$ cat config.mk
export PLATFORM = sky130hd
export DESIGN_NAME = servo_bus_packet_framer_crc16_flat
export DESIGN_NICKNAME = d
export VERILOG_FILES = /design/src/design/sbpf_pkg.sv /design/src/design/sbpf_if.sv /design/src/design/servo_bus_packet_framer_crc16.sv /design/src/design/sbpf_seq.sv /design/src/design/sbpf_out.sv /design/src/flat_wrapper.sv
export SDC_FILE = /design/constraint.sdc
export NUM_CORES = 1
export LEC_CHECK = 0
export BUFFER_PORTS_ARGS = -buffer_cell sky130_fd_sc_hd__buf_2
export CORE_AREA = 2 2 96 98
export CTS_CLUSTER_DIAMETER = 80
export DETAILED_ROUTE_END_ITERATION = 8
export DIE_AREA = 0 0 98 100
export PLACE_DENSITY = 0.91
export SKIP_CTS_REPAIR_TIMING = 1
export SYNTH_ARGS = -nofsm -noshare
export SYNTH_HDL_FRONTEND = slang
export SYNTH_SLANG_ARGS = --single-unit
$ cat constraint.sdc
create_clock -name i_clk -period 4.65 [get_ports i_clk]
set_input_delay 0 -clock i_clk [delete_from_list [all_inputs] [get_ports i_clk]]
set_output_delay 0 -clock i_clk [all_outputs]
set_load 0.01 [all_outputs]
$ cat src/design/sbpf_pkg.sv
// Package for the servo-bus packet framer: command codes, header bytes,
// byte-sequence indexes, the result type and the byte-wise CRC-16 function.
// No dependencies.
package sbpf_pkg;

    typedef logic [7:0]  t_byte;
    typedef logic [15:0] t_word;
    typedef logic [3:0]  t_idx;

    typedef enum logic {
        CMD_START = 1'b0,
        CMD_PARAM = 1'b1
    } t_cmd;

    // One byte of the framed stream
    typedef struct packed {
        t_byte tx_byte;
        logic  last_of_packet;
    } t_tx;

    localparam t_byte HDR_SYNC     = 8'hFF;
    localparam t_byte HDR_MARK     = 8'hFD;
    localparam t_byte HDR_RESERVED = 8'h00;
    localparam t_word LEN_EXTRA    = 16'd3;
    localparam t_word CRC_POLY     = 16'h8005;

    // Byte positions within a start request
    localparam t_idx IDX_SYNC0    = 4'd0;
    localparam t_idx IDX_SYNC1    = 4'd1;
    localparam t_idx IDX_MARK     = 4'd2;
    localparam t_idx IDX_RESERVED = 4'd3;
    localparam t_idx IDX_ID       = 4'd4;
    localparam t_idx IDX_LEN_LO   = 4'd5;
    localparam t_idx IDX_LEN_HI   = 4'd6;
    localparam t_idx IDX_INSTR    = 4'd7;
    localparam t_idx IDX_CRC_LO   = 4'd8;
    localparam t_idx IDX_CRC_HI   = 4'd9;

    // Byte positions within a parameter request
    localparam t_idx PIDX_DATA    = 4'd0;
    localparam t_idx PIDX_CRC_LO  = 4'd1;
    localparam t_idx PIDX_CRC_HI  = 4'd2;

    // Fold one byte into the CRC, MSB first, no reflection
    function automatic t_word crc16_byte(input t_word crc, input t_byte b);
        t_word c;
        c = crc ^ {b, 8'h00};
        for (int k = 0; k < 8; k++) begin
            if (c[15]) begin
                c = {c[14:0], 1'b0} ^ CRC_POLY;
            end else begin
                c = {c[14:0], 1'b0};
            end
        end
        return c;
    endfunction

endpackage

$ cat src/design/sbpf_if.sv
// Channel interfaces of the servo-bus packet framer: request and byte stream.
// Depends on sbpf_pkg for the field types.
interface sbpf_in_if;
    logic             valid;
    logic             ready;
    logic             command;
    sbpf_pkg::t_byte  dev_id;
    sbpf_pkg::t_byte  instruction_code;
    sbpf_pkg::t_word  param_count;
    sbpf_pkg::t_byte  param_byte;

    modport source (output valid, command, dev_id, instruction_code, param_count,
                    param_byte, input ready);
    modport sink   (input valid, command, dev_id, instruction_code, param_count,
                    param_byte, output ready);
endinterface

interface sbpf_out_if;
    logic             valid;
    logic             ready;
    sbpf_pkg::t_byte  tx_byte;
    logic             last_of_packet;

    modport source (output valid, tx_byte, last_of_packet, input ready);
    modport sink   (input valid, tx_byte, last_of_packet, output ready);
endinterface

$ cat src/design/servo_bus_packet_framer_crc16.sv
// Top level of the servo-bus packet framer with CRC-16.
// Depends on sbpf_pkg, sbpf_if, sbpf_seq and sbpf_out.
//
//   channel  dir  handshake        payload
//   i_req    in   valid / ready    command, dev_id, instruction_code,
//                                  param_count, param_byte
//   o_rsp    out  valid / ready    tx_byte, last_of_packet
//
// One byte leaves per cycle unless the output stalls. A start request
// appends the CRC only with a zero count, a parameter request only when it
// closes the packet; a dropped parameter emits no byte. The byte-wise CRC
// update sits between the request register and the output register. Reset
// is synchronous, active low, and clears the CRC, the remaining count and
// the open flag. A stalled output holds its byte and stops the sequencer.
module servo_bus_packet_framer_crc16 (
    input  logic       i_clk,
    input  logic       i_rst_n,
    sbpf_in_if.sink    i_req,
    sbpf_out_if.source o_rsp
);
    import sbpf_pkg::*;

    logic tx_valid;
    logic tx_ready;
    t_tx  tx;

    sbpf_seq u_seq (
        .i_clk      (i_clk),
        .i_rst_n    (i_rst_n),
        .i_req      (i_req),
        .o_tx_valid (tx_valid),
        .o_tx       (tx),
        .i_tx_ready (tx_ready)
    );

    sbpf_out u_out (
        .i_clk      (i_clk),
        .i_rst_n    (i_rst_n),
        .i_tx_valid (tx_valid),
        .i_tx       (tx),
        .o_tx_ready (tx_ready),
        .o_rsp      (o_rsp)
    );

endmodule

$ cat src/design/sbpf_seq.sv
// Request register and byte sequencer: walks the bytes of one held request,
// keeps the running CRC, the open-packet flag and the remaining count.
// Depends on sbpf_pkg and sbpf_in_if.
module sbpf_seq (
    input  logic         i_clk,
    input  logic         i_rst_n,
    sbpf_in_if.sink      i_req,
    output logic         o_tx_valid,
    output sbpf_pkg::t_tx o_tx,
    input  logic         i_tx_ready
);
    import sbpf_pkg::*;

    // Held request (payload, no reset)
    t_cmd  r_cmd,  n_cmd;
    t_byte r_id,   n_id;
    t_byte r_ins,  n_ins;
    t_word r_cnt,  n_cnt;
    t_byte r_pb,   n_pb;
    // Control state
    logic  r_busy, n_busy;
    t_idx  r_idx,  n_idx;
    t_word r_crc,  n_crc;
    t_word r_remain, n_remain;
    logic  r_open, n_open;

    logic  emit, feed, last, done, step, accept;
    t_byte cur_byte;
    t_word len, crc_base, crc_next;

    assign len      = r_cnt + LEN_EXTRA;
    assign crc_base = (r_cmd == CMD_START && r_idx == IDX_SYNC0) ? '0 : r_crc;
    assign crc_next = crc16_byte(crc_base, cur_byte);

    // Select the current byte of the held request
    always_comb begin
        emit     = 1'b0;
        feed     = 1'b0;
        last     = 1'b0;
        done     = 1'b0;
        cur_byte = '0;
        if (r_cmd == CMD_START) begin
            emit = 1'b1;
            feed = 1'b1;
            case (r_idx)
                IDX_SYNC0:    cur_byte = HDR_SYNC;
                IDX_SYNC1:    cur_byte = HDR_SYNC;
                IDX_MARK:     cur_byte = HDR_MARK;
                IDX_RESERVED: cur_byte = HDR_RESERVED;
                IDX_ID:       cur_byte = r_id;
                IDX_LEN_LO:   cur_byte = len[7:0];
                IDX_LEN_HI:   cur_byte = len[15:8];
                IDX_INSTR:    cur_byte = r_ins;
                IDX_CRC_LO: begin
                    cur_byte = r_crc[7:0];
                    feed     = 1'b0;
                end
                IDX_CRC_HI: begin
                    cur_byte = r_crc[15:8];
                    feed     = 1'b0;
                    last     = 1'b1;
                end
                default: begin
                    emit = 1'b0;
                    feed = 1'b0;
                end
            endcase
            done = (r_cnt == '0) ? (r_idx == IDX_CRC_HI) : (r_idx == IDX_INSTR);
        end else begin
            case (r_idx)
                PIDX_DATA: begin
                    // Drop a parameter with no open packet
                    emit     = r_open;
                    feed     = r_open;
                    cur_byte = r_pb;
                    done     = !r_open || (r_remain != 16'd1);
                end
                PIDX_CRC_LO: begin
                    emit     = 1'b1;
                    cur_byte = r_crc[7:0];
                end
                PIDX_CRC_HI: begin
                    emit     = 1'b1;
                    cur_byte = r_crc[15:8];
                    last     = 1'b1;
                    done     = 1'b1;
                end
                default: done = 1'b1;
            endcase
        end
    end

    assign step        = r_busy && (!emit || i_tx_ready);
    assign i_req.ready = !r_busy || (step && done);
    assign accept      = i_req.valid && i_req.ready;

    assign o_tx_valid          = r_busy && emit;
    assign o_tx.tx_byte        = cur_byte;
    assign o_tx.last_of_packet = last;

    // Next state: load a request, advance the sequence, update CRC and counters
    always_comb begin
        n_cmd    = r_cmd;
        n_id     = r_id;
        n_ins    = r_ins;
        n_cnt    = r_cnt;
        n_pb     = r_pb;
        n_busy   = r_busy;
        n_idx    = r_idx;
        n_crc    = r_crc;
        n_remain = r_remain;
        n_open   = r_open;
        if (step) begin
            n_idx = done ? '0 : r_idx + 4'd1;
            if (done) begin
                n_busy = 1'b0;
            end
            if (feed) begin
                n_crc = crc_next;
            end
            if (r_cmd == CMD_START && r_idx == IDX_INSTR && r_cnt != '0) begin
                n_open   = 1'b1;
                n_remain = r_cnt;
            end
            if (r_cmd == CMD_PARAM && r_idx == PIDX_DATA && r_open) begin
                n_remain = r_remain - 16'd1;
            end
            if (last) begin
                n_crc    = '0;
                n_open   = 1'b0;
                n_remain = '0;
            end
        end
        if (accept) begin
            n_busy = 1'b1;
            n_idx  = '0;
            n_cmd  = t_cmd'(i_req.command);
            n_id   = i_req.dev_id;
            n_ins  = i_req.instruction_code;
            n_cnt  = i_req.param_count;
            n_pb   = i_req.param_byte;
        end
    end

    // Hold payload
    always_ff @(posedge i_clk) begin
        r_cmd <= n_cmd;
        r_id  <= n_id;
        r_ins <= n_ins;
        r_cnt <= n_cnt;
        r_pb  <= n_pb;
    end

    // Hold control state
    always_ff @(posedge i_clk) begin
        if (!i_rst_n) begin
            r_busy   <= 1'b0;
            r_idx    <= '0;
            r_crc    <= '0;
            r_remain <= '0;
            r_open   <= 1'b0;
        end else begin
            r_busy   <= n_busy;
            r_idx    <= n_idx;
            r_crc    <= n_crc;
            r_remain <= n_remain;
            r_open   <= n_open;
        end
    end

endmodule

$ cat src/design/sbpf_out.sv
// Output register of the framer: holds one byte until the sink takes it.
// Depends on sbpf_pkg and sbpf_out_if.
module sbpf_out (
    input  logic          i_clk,
    input  logic          i_rst_n,
    input  logic          i_tx_valid,
    input  sbpf_pkg::t_tx i_tx,
    output logic          o_tx_ready,
    sbpf_out_if.source    o_rsp
);
    import sbpf_pkg::*;

    logic r_valid, n_valid;
    t_tx  r_data,  n_data;

    assign o_tx_ready = !r_valid || o_rsp.ready;

    // Load on a new byte, drop once taken
    always_comb begin
        n_valid = r_valid;
        n_data  = r_data;
        if (o_tx_ready) begin
            n_valid = i_tx_valid;
            n_data  = i_tx;
        end
    end

    always_ff @(posedge i_clk) begin
        r_data <= n_data;
    end

    always_ff @(posedge i_clk) begin
        if (!i_rst_n) begin
            r_valid <= 1'b0;
        end else begin
            r_valid <= n_valid;
        end
    end

    assign o_rsp.valid          = r_valid;
    assign o_rsp.tx_byte        = r_data.tx_byte;
    assign o_rsp.last_of_packet = r_data.last_of_packet;

endmodule
$ cat src/flat_wrapper.sv
// flat-port wrapper written by rule: the top's interface ports become plain ports
module servo_bus_packet_framer_crc16_flat import sbpf_pkg::*;
  (i_clk, i_rst_n, i_req_valid, i_req_command, i_req_dev_id, i_req_instruction_code, i_req_param_count, i_req_param_byte, i_req_ready, o_rsp_valid, o_rsp_tx_byte, o_rsp_last_of_packet, o_rsp_ready);
  sbpf_in_if i_req_i ();
  sbpf_out_if o_rsp_i ();
  input  logic i_clk;
  input  logic i_rst_n;
  input wire logic [$bits(i_req_i.valid)-1:0] i_req_valid;
  input wire logic [$bits(i_req_i.command)-1:0] i_req_command;
  input wire logic [$bits(i_req_i.dev_id)-1:0] i_req_dev_id;
  input wire logic [$bits(i_req_i.instruction_code)-1:0] i_req_instruction_code;
  input wire logic [$bits(i_req_i.param_count)-1:0] i_req_param_count;
  input wire logic [$bits(i_req_i.param_byte)-1:0] i_req_param_byte;
  output wire logic [$bits(i_req_i.ready)-1:0] i_req_ready;
  output wire logic [$bits(o_rsp_i.valid)-1:0] o_rsp_valid;
  output wire logic [$bits(o_rsp_i.tx_byte)-1:0] o_rsp_tx_byte;
  output wire logic [$bits(o_rsp_i.last_of_packet)-1:0] o_rsp_last_of_packet;
  input wire logic [$bits(o_rsp_i.ready)-1:0] o_rsp_ready;
  assign i_req_i.valid = i_req_valid;
  assign i_req_i.command = i_req_command;
  assign i_req_i.dev_id = i_req_dev_id;
  assign i_req_i.instruction_code = i_req_instruction_code;
  assign i_req_i.param_count = i_req_param_count;
  assign i_req_i.param_byte = i_req_param_byte;
  assign i_req_ready = i_req_i.ready;
  assign o_rsp_valid = o_rsp_i.valid;
  assign o_rsp_tx_byte = o_rsp_i.tx_byte;
  assign o_rsp_last_of_packet = o_rsp_i.last_of_packet;
  assign o_rsp_i.ready = o_rsp_ready;
  servo_bus_packet_framer_crc16 u_core (.i_clk(i_clk), .i_rst_n(i_rst_n), .i_req(i_req_i), .o_rsp(o_rsp_i));
endmodule
* Word-level counts from Yosys, hierarchy flattened
Cells that the tools add are included.
Widths: inputs -> output; s select.
** Operators by class
- $add $sub $neg :: 3
- $mul :: 0
- Div/mod/pow operators :: 0
- Magnitude comparators :: 0
- Eq/ne operators :: 10
- Shift operators :: 0
- Multiplexer cells :: 35
- Bitwise operators :: 11
- Reductions and logical operators :: 34
** Operators by type and width (number)
- $mux 16 :: 14
- $pmux 8 s8 :: 1
- $not 3->3 :: 8
- $pmux 8 s3 :: 1
- $add 16x2->16 const B :: 1
- $eq 4x3->1 const B :: 4
- $logic_not 16->1 :: 1
- $ne 16x1->1 const B :: 1
- $reduce_bool 16->1 :: 1
- $sub 16x1->16 const B :: 1
- $xor 16x16->16 :: 1
- $mux 1 :: 15
- $reduce_or 10->1 :: 1
- $logic_and 1x1->1 :: 9
- $eq 4x2->1 const B :: 2
- $eq 4x4->1 const B :: 2
- $mux 8 :: 1
- $reduce_and 2->1 :: 4
- $reduce_bool 2->1 :: 4
- $reduce_or 8->1 :: 1
- $reduce_or 2->1 :: 3
- $add 4x1->4 const B :: 1
- $eq 4x1->1 const B :: 1
- $logic_not 1->1 :: 4
- other kinds (6) :: 11
** Storage, ports and cells
- Register bits after elaboration :: 89
- Bits in latches :: 0
- Bits in writable memories :: 0
- ROM bits :: 0
- Bits of input ports :: 45
- Output and inout port bits :: 11
- Logic and storage cells :: 106
- Memories :: 0

* Logic depth before layout (Yosys ltp)
- Word-level depth :: 23
- Mapped depth :: 16
- Mapped depth without buffers :: 12

* Cells and area by module
A second synthesis with hierarchy kept.
** Second synthesis, totals
- Cell total of the unflattened synthesis :: 527
- Area, all modules :: 4971.0 um2
** Modules (own cells, without submodules)
- sbpf_seq :: times used 1, cells an instance 514, area an instance 4652.0 um2
- sbpf_out :: times used 1, cells an instance 13, area an instance 319.1 um2

* Least setup slack after synthesis
No wires, ideal clock.
- Path kind :: flip-flop to flip-flop
- Start point :: register u_core.u_seq.r_idx[1]
- End point :: register u_core.u_seq.r_cmd (enable)
- Setup time :: 0.403 ns
- Arrival time :: 3.365 ns
- Data required time :: 4.247 ns
- Slack :: 0.881 ns
- Cell stages (with the launch flop) :: 14
- Buffers on the path :: 4
- Cell sequence :: dfxtp_1 inv_1 ha_1 buf_2 clkbuf_1 buf_2 nor4_1 o21ai_0 a21oi_1 o21ai_1 buf_2 or2_2 nand2_1 and2_1
** On the way
- Word-level cells in the longest chain between the ends :: 10
- Elaborated cells between the ends (all ways) :: 24
- Classes of those cells :: eq/ne: 9; mux: 6; reduce/logical: 9
** Ends and longest elaborated chain
- start: declaration :: RTL line sbpf_seq.sv:22 : t_idx r_idx, n_idx;
- start signal: assignment :: RTL line sbpf_seq.sv:164 : r_idx <= n_idx;
- $eq 4x4->1, or another cell as far along :: RTL line sbpf_seq.sv:45, sbpf_seq.sv:68
- $reduce_or 10->1 (no source line) or $reduce_or 2->1 (tied branches)
- $mux 1 or $pmux 1 s2 (tied branches) :: RTL line sbpf_seq.sv:45, sbpf_seq.sv:70
- $mux 1 :: RTL line sbpf_seq.sv:42 : if (r_cmd == CMD_START) begin
- $logic_not 1->1 :: RTL line sbpf_seq.sv:93 : assign step = r_busy && (!emit || i_tx_ready);
- $logic_or 1x1->1 :: RTL line sbpf_seq.sv:93
- $logic_and 1x1->1 :: RTL line sbpf_seq.sv:93
- $logic_and 1x1->1 * :: RTL line sbpf_seq.sv:94 : assign i_req.ready = !r_busy || (step && done);
- $logic_or 1x1->1 * :: RTL line sbpf_seq.sv:94
- named net i_req_ready :: RTL line flat_wrapper.sv:14 : output wire logic [$bits(i_req_i.ready)-1:0] i_req_ready;
- $logic_and 1x1->1 * :: RTL line sbpf_seq.sv:95 : assign accept = i_req.valid && i_req.ready;
- named net u_core.u_seq.accept :: RTL line sbpf_seq.sv:27 : logic emit, feed, last, done, step, accept;
- end signal: assignment :: RTL line sbpf_seq.sv:147 : r_cmd <= n_cmd;
- end: declaration :: RTL line sbpf_seq.sv:15 : t_cmd r_cmd, n_cmd;
The timed path passes the listed nets; every way through them passes the cells marked *.
A chain may end at the register's enable or synchronous reset.

* Worst setup path after layout
- Start point :: register u_core.u_seq.r_idx[1]
- End point :: register u_core.u_seq.r_pb[1] (enable)
** On the way
- Word-level cells in the longest chain between the ends :: 10
- Elaborated cells between the ends (all ways) :: 24
- Classes of those cells :: eq/ne: 9; mux: 6; reduce/logical: 9
** Ends and longest elaborated chain
- $eq 4x4->1, or another cell as far along :: RTL line sbpf_seq.sv:45, sbpf_seq.sv:68
- $reduce_or 10->1 (no source line) or $reduce_or 2->1 (tied branches)
- $mux 1 or $pmux 1 s2 (tied branches) :: RTL line sbpf_seq.sv:45, sbpf_seq.sv:70
- $mux 1 :: RTL line sbpf_seq.sv:42
- $logic_not 1->1 :: RTL line sbpf_seq.sv:93
- $logic_or 1x1->1 :: RTL line sbpf_seq.sv:93
- $logic_and 1x1->1 :: RTL line sbpf_seq.sv:93
- $logic_and 1x1->1 * :: RTL line sbpf_seq.sv:94
- $logic_or 1x1->1 * :: RTL line sbpf_seq.sv:94
- $logic_and 1x1->1 * :: RTL line sbpf_seq.sv:95
- named net u_core.u_seq.accept :: RTL line sbpf_seq.sv:27
- end signal: assignment :: RTL line sbpf_seq.sv:151 : r_pb <= n_pb;
- end: declaration :: RTL line sbpf_seq.sv:19 : t_byte r_pb, n_pb;
Marks and branches as above.

==> impl_metrics.toml <==
[outcome]
result_of_the_run = "finished clean"

[critical_path]
critical_path.startpoint_type = "register"
crit_arrival_ps = 3790
critical_path.slowest_cell = "sky130_fd_sc_hd__and2_2"
critical_path.cell_chain = "inv_1 > ha_1 > nor4_1 > o21ai_0 > a21oi_1 > o21ai_1 > or2_2 > nand2_1 > and2_2"
ff2ff_setup_slack_ps = 840
maximum_fanout_along_the_worst_path = 42
cp_slowest_stage_delay_ps = 770
timing.critical_path.required_ps = 4640
reg2regPathDepth = 9
timing.critical_path.to_type = "register"
critical_path_class = "reg -> reg"

[clock_tree]
clock_latency_ps = 370
cts_root_buffer = "sky130_fd_sc_hd__clkbuf_8"
number_of_buffers_created_by_cts = 9
cts_tree = "done"
worst_setup_hold_path_clk_slew_ps = 80
clock_sink_count = 89
clock_tree.buffer_depth = 2
htree_levels = 3

[sta]
setup_viol = 0
worst_tran_pin_value_ps = 933
fin_tns_setup_ps = 0
clock-skew-final_ps = 16.0
rsz_0062_raised_after_global_routing = "false"
finalCritPeriodShare = 0.818
final.min_clock_period_ps = 3810
worst_case_setup_margin_in_the_final_layout_ps = 844
fmax_ghz = 0.263
finalMaxSlewViolations = 0
timing.slew.headroom = 0.376
timing.final.hold_violations = 0
final.hold.worst_slack_ps = 159

[layout]
final_antenna_diode_count = 0
final_nets = 660
fin_util = 0.673
syn_to_final_growth_pct = 17.5
post_route_cells_drive_above_1_share = 0.152

[pwr]
irDropWorstVdd_mv = 0.193
p_per_area_nw_per_um2 = 318
power_leakage_nw = 2.17
total_power_mw = 1.90

[global_routing]
grt_max_degree = 43
grt_pass1_vias = 4136
antenna_found_initial = 0
grt_first_pass_wirelength_um = 20700
globalRouteTotalUtil = 0.265
grt_overflow_total = 0

[yosys]
postSynth.topFlopCell = "sky130_fd_sc_hd__edfxtp_1"
mappedNetlistArea_um2 = 5090
post_synthesis_mean_instance_area_um2 = 9.53
synth_edf_count = 50
asyncSetResetFlopFracSynth = 0
synth_warnings = 0
ys_seq_area_frac = 0.448
yosysUniqueCellTypes = 76
synth_nets = 586
flops_latches_synth = 89
netlist_instances = 534

[place]
placement.io_buffers = 55
detailed_place_hpwl_um = 8950
pre_cts_ws_ps = 969
place_congestion = 0.986

[drt]
final_antenna_net_count = 0
post_drt_via_cell_ratio = 6.35
dr_total_vias = 4596
first_iter_violations = 657
drt_pass1_iterations = 7
routedWlPerCell_um = 18.7
postRouteWirelength_um = 13500
route.detailed.drc = 0

[flow_run]
max_capacitance_violation_count = 0

[floorplan]
num_rows = 35
initial_utilization = 0.572
dieHeight_um = 100
die_w_um = 98
io_pins = 56
fp.dieArea_um2 = 9800
coreArea_um2 = 8890

[worst_hold_path]
worstHoldPathType = "in -> reg"
hold_depth = 3
power breakdown:
part | total (mW) | internal, mW | switching [mW]
registers | 0.946 | 0.890 | 0.0558
clock network | 0.548 | 0.252 | 0.296
logic | 0.405 | 0.185 | 0.220
total | 1.90 | 1.33 | 0.571
logic make-up (layout without fill, tap and decap cells):
| kind of cell | Yosys count | after routing | share of synthesized area |
|---|---|---|---|
| fa+ha+maj | 7 | 7 | 0.0172 |
| compound gates | 141 | 141 | 0.195 |
| buf+inv | 50 | 129 | 0.0416 |
| simple gates | 196 | 196 | 0.201 |
| mux | 1 | 1 | 0.00197 |
| xor+xnor | 50 | 50 | 0.0947 |
| flops | 89 | 89 | 0.448 |
Yosys cell counts, types with 7 or more instances:
master / number / area share
sky130_fd_sc_hd__xnor2_1: 26 / 0.045
sky130_fd_sc_hd__nor4_1: 7 / 0.0086
sky130_fd_sc_hd__buf_2: 13 / 0.013
sky130_fd_sc_hd__and2_1: 14 / 0.017
sky130_fd_sc_hd__a21oi_1: 25 / 0.025
sky130_fd_sc_hd__nor3_1: 11 / 0.011
sky130_fd_sc_hd__nand2_1: 51 / 0.038
sky130_fd_sc_hd__xor2_1: 19 / 0.033
sky130_fd_sc_hd__edfxtp_1: 50 / 0.30
sky130_fd_sc_hd__nor2_1: 44 / 0.032
sky130_fd_sc_hd__clkbuf_1: 19 / 0.014
sky130_fd_sc_hd__a22oi_1: 16 / 0.024
sky130_fd_sc_hd__nand4_1: 7 / 0.0086
sky130_fd_sc_hd__nand3_1: 13 / 0.013
sky130_fd_sc_hd__dfxtp_1: 39 / 0.15
sky130_fd_sc_hd__nor2b_1: 19 / 0.023
sky130_fd_sc_hd__inv_1: 11 / 0.0081
sky130_fd_sc_hd__o21ai_0: 36 / 0.035
sky130_fd_sc_hd__a222oi_1: 10 / 0.020
sky130_fd_sc_hd__ha_1: 7 / 0.017
cell usage in the layout, fill, tap and decap left out, types with 16 or more instances in the layout:
| cell type | synthesis | routed |
|---|---|---|
| sky130_fd_sc_hd__dfxtp_1 | 39 | 39 |
| sky130_fd_sc_hd__a21oi_1 | 25 | 25 |
| sky130_fd_sc_hd__xor2_1 | 19 | 19 |
| sky130_fd_sc_hd__o21ai_0 | 36 | 36 |
| sky130_fd_sc_hd__buf_2 | 13 | 55 |
| sky130_fd_sc_hd__xnor2_1 | 26 | 26 |
| sky130_fd_sc_hd__edfxtp_1 | 50 | 50 |
| sky130_fd_sc_hd__dlygate4sd3_1 | 0 | 42 |
| sky130_fd_sc_hd__nor2_1 | 44 | 44 |
| sky130_fd_sc_hd__nand2_1 | 51 | 51 |
| sky130_fd_sc_hd__a22oi_1 | 16 | 16 |
| sky130_fd_sc_hd__nor2b_1 | 19 | 19 |
through the flow:
step	instance area (um2)	std cells
finish	5980	724
global route	5980	724
CTS	5560	682
detailed placement	5360	666
global placement	5360	666
floorplan	5090	534
worst paths after layout:
kind / startpoint / endpoint
worst min-delay path: i_rst_n / u_core.u_seq.r_idx[1]$_SDFFE_PP0P_
worst min register to register: u_core.u_seq.r_remain[9]$_SDFFE_PN0P_ / u_core.u_seq.r_remain[9]$_SDFFE_PN0P_
worst max register to register: u_core.u_seq.r_idx[1]$_SDFFE_PP0P_ / u_core.u_seq.r_pb[1]$_DFFE_PP_
worst max-delay path: u_core.u_seq.r_idx[1]$_SDFFE_PP0P_ / u_core.u_seq.r_pb[1]$_DFFE_PP_
routing by layer:
| metal | wire length (um) | global-route usage |
|---|---|---|
| met1 | 5210 | 0.365 |
| met2 | 6480 | 0.422 |
| met5 | 0 | 0 |
| met4 | 412 | 0.105 |
| met3 | 1430 | 0.0453 |
worst max-delay path: cells and delay by family (launching register included):
kind            cells  cell delay, ps
simple gates        4            1690
flops               1             410
fa+ha+maj           1             510
compound gates      3             710
buf+inv             1             100
flip-flops by register name, summed over array words and instances, names as in the netlist:
signal,flops
u_core.u_out.o_rsp.last_of_packet,1
u_core.u_out.o_rsp.tx_byte,8
u_core.u_out.o_rsp.valid,1
u_core.u_seq.r_busy,1
u_core.u_seq.r_cmd,1
u_core.u_seq.r_cnt,16
u_core.u_seq.r_crc,16
u_core.u_seq.r_id,8
u_core.u_seq.r_idx,4
u_core.u_seq.r_ins,8
u_core.u_seq.r_open,1
u_core.u_seq.r_pb,8
u_core.u_seq.r_remain,16
area by class of cell:
class                           count  area (um2)
Clock buffer                       10         128
Sequential cell                    89        2280
Inverter                           13        48.8
Tap cell                          111         139
Clock inverter                      6        67.6
Timing Repair Buffer              100         718
Multi-Input combinational cell    395        2600
Fill cell                         674        2910
Power figures use the tool's default switching activity.
